[src/rtl/core/isrs_pkg.sv]
`timescale 1ns / 1ps

package isrs_pkg;

    // field widths
    localparam int PULSE_W = 16;
    localparam int DAC_W   = 12;
    localparam int STEP_W  = 8;
    localparam int CMD_W   = 3;

    // sine table geometry
    localparam int TBL_DEPTH = 256;
    localparam int TBL_AW    = $clog2(TBL_DEPTH);

    // stream payload widths
    localparam int IN_DATA_W  = 40;
    localparam int OUT_DATA_W = 56;

    // configuration register indexes
    localparam logic [2:0] REG_WIDTH_FLOOR  = 3'd0;
    localparam logic [2:0] REG_WIDTH_CEIL   = 3'd1;
    localparam logic [2:0] REG_WIDTH_OFFSET = 3'd2;
    localparam logic [2:0] REG_LAST_INDEX   = 3'd3;
    localparam logic [2:0] REG_DEAD_START   = 3'd4;

    // configuration reset values
    localparam logic [PULSE_W-1:0] WIDTH_FLOOR_RST  = 16'd0;
    localparam logic [PULSE_W-1:0] WIDTH_CEIL_RST   = 16'hFFFF;
    localparam logic [PULSE_W-1:0] WIDTH_OFFSET_RST = 16'd0;
    localparam logic [STEP_W-1:0]  LAST_INDEX_RST   = 8'd255;
    localparam logic [STEP_W-1:0]  DEAD_START_RST   = 8'd240;

    // command codes
    typedef enum logic [CMD_W-1:0] {
        CMD_TICK      = 3'd0,
        CMD_CAPT_A    = 3'd1,
        CMD_CAPT_B    = 3'd2,
        CMD_MASTER    = 3'd3,
        CMD_START     = 3'd4,
        CMD_STOP      = 3'd5,
        CMD_LOAD      = 3'd6
    } cmd_t;

    // output levels
    typedef struct packed {
        logic pin_two;
        logic pin_one;
        logic drv;
        logic out_c;
        logic out_a;
    } levels_t;

endpackage

[src/rtl/core/inverter_sine_reference_sequencer_unit.sv]
`timescale 1ns / 1ps
// timing: a result is registered and valid in the cycle after its input transaction is accepted
// throughput: one item per cycle while the result stream is not stalled; the sine entry for the current step is fetched
// ahead from the next step index through the table's registered read port
// reset: all sequencer state, compares, dac and configuration return to defaults;
// the sine table is not cleared and must be loaded before ticks read it

module inverter_sine_reference_sequencer_unit
    import isrs_pkg::*;
(
    input  logic                  clk,
    input  logic                  rst_n,
    // configuration write channel
    input  logic                  cfg_valid,
    output logic                  cfg_ready,
    input  logic [2:0]            cfg_index,
    input  logic [PULSE_W-1:0]    cfg_data,
    // input stream
    input  logic                  s_tvalid,
    output logic                  s_tready,
    input  logic [IN_DATA_W-1:0]  s_tdata,   // captured_count, table_index, table_value
    input  logic [CMD_W-1:0]      s_tuser,   // command
    // result stream
    output logic                  m_tvalid,
    input  logic                  m_tready,
    output logic [OUT_DATA_W-1:0] m_tdata    // out_a_enable, out_c_enable, driver_enable,
                                             // line_pin_one, line_pin_two, polarity, dac_code,
                                             // dac_strobe, compare_a, compare_c
);

    // configuration
    logic [PULSE_W-1:0] min_reg, max_reg, delta_reg;
    logic [STEP_W-1:0]  last_reg, dead_reg;

    // sequencer state (pulse A width is never observed apart from compare A, so not kept)
    logic               toggle_reg, toggle_next;
    logic               half_reg, half_next;
    logic [STEP_W-1:0]  step_reg, step_next;
    logic [PULSE_W-1:0] pulse_b_reg, pulse_b_next;
    levels_t            lv_reg, lv_next;
    logic [DAC_W-1:0]   dac_reg, dac_next;
    logic [PULSE_W-1:0] cmp_a_reg, cmp_a_next;
    logic [PULSE_W-1:0] cmp_c_reg, cmp_c_next;
    logic               strobe;

    // result register
    logic                  m_tvalid_reg;
    logic [OUT_DATA_W-1:0] m_tdata_reg, m_tdata_next;

    // table access
    logic [DAC_W-1:0]  tbl_rd_data;
    logic              byp_hit_reg;
    logic [DAC_W-1:0]  byp_data_reg;
    logic [DAC_W-1:0]  tbl_entry;
    logic              tbl_wr_en;
    logic [TBL_AW-1:0] tbl_rd_addr;

    // input fields
    cmd_t               cmd;
    logic [PULSE_W-1:0] capt_count;
    logic [STEP_W-1:0]  tbl_index;
    logic [DAC_W-1:0]   tbl_value;
    logic               in_acc;

    // capture clamp
    logic [PULSE_W:0]   diff;
    logic [PULSE_W-1:0] capt_hi, capt_clamped;

    assign cmd        = cmd_t'(s_tuser);
    assign capt_count = s_tdata[15:0];
    assign tbl_index  = s_tdata[23:16];
    assign tbl_value  = s_tdata[35:24];

    assign cfg_ready = 1'b1;
    assign s_tready  = !m_tvalid_reg || m_tready;
    assign in_acc    = s_tvalid && s_tready;
    assign m_tvalid  = m_tvalid_reg;
    assign m_tdata   = m_tdata_reg;

    // configuration registers
    always_ff @(posedge clk or negedge rst_n)
    begin
        if (!rst_n)
        begin
            min_reg   <= WIDTH_FLOOR_RST;
            max_reg   <= WIDTH_CEIL_RST;
            delta_reg <= WIDTH_OFFSET_RST;
            last_reg  <= LAST_INDEX_RST;
            dead_reg  <= DEAD_START_RST;
        end
        else if (cfg_valid && cfg_ready)
        begin
            case (cfg_index)
                REG_WIDTH_FLOOR:  min_reg   <= cfg_data;
                REG_WIDTH_CEIL:   max_reg   <= cfg_data;
                REG_WIDTH_OFFSET: delta_reg <= cfg_data;
                REG_LAST_INDEX:   last_reg  <= cfg_data[STEP_W-1:0];
                REG_DEAD_START:   dead_reg  <= cfg_data[STEP_W-1:0];
                default:          ;
            endcase
        end
    end

    // sine table, read address runs one item ahead
    assign tbl_wr_en   = in_acc && (cmd == CMD_LOAD);
    assign tbl_rd_addr = step_next[TBL_AW-1:0];

    isrs_ram #(
        .WIDTH (DAC_W),
        .DEPTH (TBL_DEPTH)
    ) u_table (
        .clk     (clk),
        .wr_en   (tbl_wr_en),
        .wr_addr (tbl_index[TBL_AW-1:0]),
        .wr_data (tbl_value),
        .rd_addr (tbl_rd_addr),
        .rd_data (tbl_rd_data)
    );

    // forward a load that hit the address being prefetched
    always_ff @(posedge clk)
    begin
        byp_hit_reg  <= tbl_wr_en && (tbl_index[TBL_AW-1:0] == tbl_rd_addr);
        byp_data_reg <= tbl_value;
    end

    assign tbl_entry = byp_hit_reg ? byp_data_reg : tbl_rd_data;

    // capture clamp: underflow saturates high, max applied before min
    always_comb
    begin
        diff         = {1'b0, capt_count} - {1'b0, delta_reg};
        capt_hi      = (diff[PULSE_W] || (diff[PULSE_W-1:0] > max_reg)) ? max_reg
                                                                       : diff[PULSE_W-1:0];
        capt_clamped = (capt_hi < min_reg) ? min_reg : capt_hi;
    end

    // next state per command
    always_comb
    begin
        toggle_next  = toggle_reg;
        half_next    = half_reg;
        step_next    = step_reg;
        pulse_b_next = pulse_b_reg;
        lv_next      = lv_reg;
        dac_next     = dac_reg;
        cmp_a_next   = cmp_a_reg;
        cmp_c_next   = cmp_c_reg;
        strobe       = 1'b0;

        if (in_acc)
        begin
            case (cmd)
                CMD_TICK:
                begin
                    strobe        = 1'b1;
                    toggle_next   = !toggle_reg;
                    lv_next.out_a = !toggle_reg;
                    // start of a wave
                    if (step_reg == '0)
                    begin
                        cmp_a_next    = min_reg;
                        cmp_c_next    = min_reg;
                        pulse_b_next  = min_reg;
                        toggle_next   = 1'b0;
                        lv_next.drv   = 1'b1;
                        lv_next.out_a = 1'b1;
                        lv_next.out_c = 1'b1;
                        half_next     = !half_reg;
                        lv_next.pin_one = half_reg;
                        lv_next.pin_two = !half_reg;
                    end
                    // dead time blanking
                    if (step_reg >= dead_reg)
                    begin
                        dac_next        = '0;
                        lv_next         = '0;
                    end
                    else
                    begin
                        dac_next = tbl_entry;
                    end
                    step_next = (step_reg >= last_reg) ? '0 : step_reg + 1'b1;
                end
                CMD_CAPT_A:
                begin
                    pulse_b_next = capt_clamped;
                end
                CMD_CAPT_B:
                begin
                    pulse_b_next = max_reg;
                    cmp_a_next   = max_reg;
                end
                CMD_MASTER:
                begin
                    cmp_c_next = pulse_b_reg;
                end
                CMD_START:
                begin
                    toggle_next = 1'b0;
                    step_next   = '0;
                    half_next   = 1'b0;
                    lv_next     = '{pin_two: 1'b0, pin_one: 1'b0, drv: 1'b1,
                                    out_c: 1'b1, out_a: 1'b1};
                end
                CMD_STOP:
                begin
                    toggle_next = 1'b0;
                    step_next   = '0;
                    half_next   = 1'b0;
                    lv_next     = '0;
                    dac_next    = '0;
                    strobe      = 1'b1;
                end
                default:
                begin
                end
            endcase
        end

        m_tdata_next = {5'd0, cmp_c_next, cmp_a_next, strobe, dac_next, half_next,
                        lv_next.pin_two, lv_next.pin_one, lv_next.drv,
                        lv_next.out_c, lv_next.out_a};
    end

    // state registers
    always_ff @(posedge clk or negedge rst_n)
    begin
        if (!rst_n)
        begin
            toggle_reg  <= 1'b0;
            half_reg    <= 1'b0;
            step_reg    <= '0;
            pulse_b_reg <= WIDTH_FLOOR_RST;
            lv_reg      <= '0;
            dac_reg     <= '0;
            cmp_a_reg   <= '0;
            cmp_c_reg   <= '0;
        end
        else
        begin
            toggle_reg  <= toggle_next;
            half_reg    <= half_next;
            step_reg    <= step_next;
            pulse_b_reg <= pulse_b_next;
            lv_reg      <= lv_next;
            dac_reg     <= dac_next;
            cmp_a_reg   <= cmp_a_next;
            cmp_c_reg   <= cmp_c_next;
        end
    end

    // result register
    always_ff @(posedge clk or negedge rst_n)
    begin
        if (!rst_n)
        begin
            m_tvalid_reg <= 1'b0;
        end
        else if (in_acc)
        begin
            m_tvalid_reg <= 1'b1;
        end
        else if (m_tready)
        begin
            m_tvalid_reg <= 1'b0;
        end
    end

    always_ff @(posedge clk)
    begin
        if (in_acc)
        begin
            m_tdata_reg <= m_tdata_next;
        end
    end

`ifndef SYNTHESIS
    // line pins never drive both polarities
    a_pins_exclusive: assert property (@(posedge clk) disable iff (!rst_n)
        !(lv_reg.pin_one && lv_reg.pin_two))
        else $error("both line pins high");

    // input side only stalls behind a held result
    a_stall_cause: assert property (@(posedge clk) disable iff (!rst_n)
        !s_tready |-> m_tvalid_reg)
        else $error("input stalled with empty result register");

    // a stop shuts the driver and strobes a zero dac code
    a_stop_result: assert property (@(posedge clk) disable iff (!rst_n)
        (in_acc && (s_tuser == CMD_STOP)) |=>
            (m_tvalid_reg && !m_tdata_reg[2] && m_tdata_reg[18] && (m_tdata_reg[17:6] == '0)))
        else $error("stop result wrong");

    // a tick at the wave start outside dead time arms the driver
    a_wave_start: assert property (@(posedge clk) disable iff (!rst_n)
        (in_acc && (s_tuser == CMD_TICK) && (step_reg == '0) && (dead_reg != '0)) |=>
            (lv_reg.drv && lv_reg.out_a && lv_reg.out_c))
        else $error("wave start did not enable driver");
`endif

endmodule

[src/rtl/core/isrs_ram.sv]
`timescale 1ns / 1ps

module isrs_ram #(
    parameter int WIDTH = 12,
    parameter int DEPTH = 256
) (
    input  logic                     clk,
    input  logic                     wr_en,
    input  logic [$clog2(DEPTH)-1:0] wr_addr,
    input  logic [WIDTH-1:0]         wr_data,
    input  logic [$clog2(DEPTH)-1:0] rd_addr,
    output logic [WIDTH-1:0]         rd_data
);

    logic [WIDTH-1:0] mem [DEPTH];

    // single write port, registered read (old data on collision)
    always_ff @(posedge clk)
    begin
        if (wr_en)
        begin
            mem[wr_addr] <= wr_data;
        end
        rd_data <= mem[rd_addr];
    end

endmodule
[config.mk]
export PLATFORM = sky130hd
export DESIGN_NAME = inverter_sine_reference_sequencer_unit
export DESIGN_NICKNAME = d
export VERILOG_FILES = /design/src/rtl/core/isrs_pkg.sv /design/src/rtl/core/inverter_sine_reference_sequencer_unit.sv /design/src/rtl/core/isrs_ram.sv
export SDC_FILE = /design/constraint.sdc
export NUM_CORES = 2
export LEC_CHECK = 0
export ABC_CLOCK_PERIOD_IN_PS = 16550
export BUFFER_PORTS_ARGS = -buffer_cell sky130_fd_sc_hd__buf_2
export CORE_UTILIZATION = 45
export CTS_CLUSTER_DIAMETER = 120
export DETAILED_ROUTE_END_ITERATION = 6
export HOLD_SLACK_MARGIN = 0.03
export PLACE_DENSITY = 0.6
export SLEW_MARGIN = 0
export SYNTH_ARGS = -nofsm -noshare
export SYNTH_HDL_FRONTEND = slang
export SYNTH_SLANG_ARGS = --single-unit
export TNS_END_PERCENT = 100
[constraint.sdc]
create_clock -name clk -period 16.55 [get_ports clk]
set_input_delay 3.31 -clock clk [delete_from_list [all_inputs] [get_ports clk]]
set_output_delay 3.31 -clock clk [all_outputs]
set_load 0.005 [all_outputs]
==> flow_summary_export.csv <==
group,metric,value,unit
status,status,"finished with violations",
status,violations,"design-rule violations, max-capacitance violations, max-slew violations",
die,die_area,298000,sq um
logic_synthesis,synthCells,10200,
critical_path,path_cells,"buf_2, nand2b_1, and4b_1, nor2_1, buf_4, a21oi_4, buf_12, inv_8, buf_12, buf_4, buf_4, nand2_1, a21oi_1, o32ai_1, a21oi_1, o221ai_1, nand4_1",
die,start_util,45.2,%
die,pin_count,126,
critical_path,arrival,9.92,ns
logic_synthesis,yosys_warnings,0,
critical_path,slowest_stage,"o221ai_1",
pwr,pwr-share-seq,47.8,%
pwr,p_total,19.5,mW
sta,hold_violations,0,
final_layout,syn_to_final_growth,12.3,%
critical_path,crit_path_start_kind,"input port",
logic_synthesis,yosysSeqAreaShare,73.5,%
final_layout,layout_common_cells,"edfxtp_1, nand2_1, nand3_1",
route,drtAntennaViolNets,0,
cts,cts_buffers,343,
pwr,p_leak,50.2,nW
sta,final-setup-viol-count,0,
global_routing,grt_pass1_wl,595000,um
route,num_vias,88800,
critical_path,end_kind,"register",
cts,clockRootBuffer,"clkbuf_16",
logic_synthesis,async_reset_ff_share,4.26,%
logic_synthesis,synth.cell_area,133000,sq um
cts,postCtsSetupRepairBufs,0,
sta,period_share,56.6,%
critical_path,slowest_delay,0.92,ns
critical_path,critPathKind,"input port to register",
final_layout,multiInputGateArea,31900,sq um
cts,clock_sinks,3288,
sta,fmax,0.107,GHz
route,drc,12,
cts,cts.clk_slew.worst_paths,0.06,ns
sta,rsz0062_at_grt,"false",
route,wl_per_cell,28.8,um
final_layout,regArea,97800,sq um
cts,clock_latency,0.90,ns
global_routing,grt_max_degree,175,
sta,fin_crit,9.37,ns
critical_path,path_max_fanout,131,
final_layout,drive_gt1_share,10.1,%
cts,cts_tree,"done",
global_routing,antenna_found_initial,23,
route,routed_via_density,6.09,
logic_synthesis,synth-edff-count,3123,
route,first_iter_violations,13200,
place,hpwl,244000,um
logic_synthesis,synth.distinct_cells,86,
sta,tightest_slew,1.51,ns
pwr,combPwrFrac,13.8,%
route,postRouteWirelength,420000,um
critical_path,cp_common_cell,"buf_4",
pwr,p_clk_share,38.3,%
place,gp_congestion,0.896,
worst_hold_path,worstHoldPathType,"register to register",
die,rows,199,
sta,worst_hold_slack,0.475,ns
cts,htreeDepth,5,
route,first_pass_iters,7,
sta,maxSlewHeadroom,-3.10,%
final_layout,final_common_cell,"edfxtp_1",
final_layout,final_nets,10500,
pwr,p_per_area,131,nW/um^2
cts,postCtsHoldBufs,0,
logic_synthesis,synthFlopType,"edfxtp_1",
die,die_h,546,um
run,cap_violations,1,
global_routing,grt.overflow.total,0,
pwr,vdd_ir_drop_max,0.0947,mV
pwr,p_sw,5.26,mW
pwr,power.internal,14.3,mW
die,dieWidth,546,um
place,portBuffers,115,
final_layout,largest_register_ffs,3072,
sta,fin_skew,0.0411,ns
critical_path,required,17.10,ns
logic_synthesis,avgSynthCellArea,13.0,sq um
sta,tns,0,ns
global_routing,track_usage,27.5,%
sta,slew_viol_final,2,
final_layout,fillers,24700,
pwr,switching_share,26.9,%
die,core_area,294000,sq um
global_routing,grt_pass1_vias,82500,
cts,cts_resized,0,
cts,clockBufferDepth,4,
logic_synthesis,synth.ff_latch_count,3288,
[metal layers]
layer | share of wire (%) | global-route usage (%) | vias up
met5 | 0.0021 | 0 | -
met3 | 10 | 5.06 | 859
li1 | - | - | 38200
met2 | 45 | 42.0 | 4809
met4 | 5.0 | 12.7 | 2
met1 | 40 | 38.3 | 44900
[cell type report]
cell class                 count  area share (%)
antenna                       22          0.0369
inverter                      83           0.229
tap                         3919            3.28
clock inverter               175            1.07
multi-input combinational   6161            21.4
clock buffer                 436            6.10
sequential                  3288            65.5
timing repair buffer         483            2.44
[cells by family after synthesis]
logic type | synth area share (%)
DFF | 73.5
adders and majority gates | 0.626
other | 0.00565
AOI/OAI and AO/OA | 8.20
buffers and inverters | 2.73
muxes | 1.10
and+or+nand+nor | 13.6
xor gates and xnor gates | 0.178
[power by group through the flow]
stage	combinational [mW]	clock, mW	sequential (mW)
2_1_floorplan	1.73	0	9.46
3_3_place_gp	2.61	0	9.51
3_5_place_dp	2.66	0	9.51
4_1_cts	2.67	7.56	9.34
5_1_grt	2.91	7.84	9.35
6_report	2.71	7.50	9.34
[critical path: cells and delay by family]
family	cells	cell delay, ns
AND/OR/NAND/NOR	5	1.87
buffers and inverters	7	2.61
AO/OA/AOI/OAI	5	1.67
[path summary, 6_finish.rpt]
kind	startpoint	endpoint	slack (ns)	cells past startpoint
min in group asynchronous	rst_n	delta_reg[10]$_DFFE_PN0P_	2.48	1
worst min-delay path	cmp_a_reg[9]$_DFF_PN0_	cmp_a_reg[9]$_DFF_PN0_	0.48	1
max in group asynchronous	rst_n	min_reg[14]$_DFFE_PN0P_	12.72	2
worst min register to register	cmp_a_reg[9]$_DFF_PN0_	cmp_a_reg[9]$_DFF_PN0_	0.48	1
worst max register to register	step_reg[5]$_DFF_PN0_	u_table.rd_data[6]$_DFF_P_	8.97	17
worst max-delay path	m_tready	u_table.rd_data[7]$_DFF_P_	7.18	17
[stage by stage]
stage | util (%) | setup WS (ns) | cell area (sq um) | cells
2_1_floorplan | - | 7.62 | 133000 | 10200
3_3_place_gp | 47.1 | 6.58 | 139000 | 13900
3_5_place_dp | 47.1 | 6.65 | 139000 | 13900
4_1_cts | 50.8 | 7.55 | 149000 | 14500
5_1_grt | 50.8 | 6.91 | 149000 | 14500
6_report | 50.8 | 7.18 | 149000 | 14600
[cell usage after synthesis (10+ instances only)]
library cell  instances  area (sq um)
nand3_1             902          4510
inv_1                77           289
o221ai_1             12           105
nor2_1              348          1310
o32ai_1              14           123
xnor2_1              19           166
nor2b_1              16           100
and2_1               13          81.3
a22o_1               13           114
o22ai_1              27           169
clkbuf_1            231           867
dfstp_2              28           736
nor4_1               12          75.1
a32o_1               25           250
buf_1                38           143
nand2b_1             10          62.6
a22oi_1              95           713
a211oi_1             38           285
nand2_1            2785         10500
a21o_1               27           203
ha_1                 65           813
dfrtp_1             112          2800
a21oi_1             478          2390
dfxtp_1              25           500
and3_1              111           694
a2111oi_0            14           123
a32oi_1             315          2760
nand4_1              32           200
a311oi_1             60           526
a31oi_1             105           657
mux2i_1             122          1220
nor3_1               64           320
mux2_2               21           236
o211ai_1             10          75.1
buf_2               369          1850
edfxtp_1           3123         93800
buf_4                50           375
o21ai_0             194           971
a221oi_1             77           674
Power figures use the tool's default switching activity.
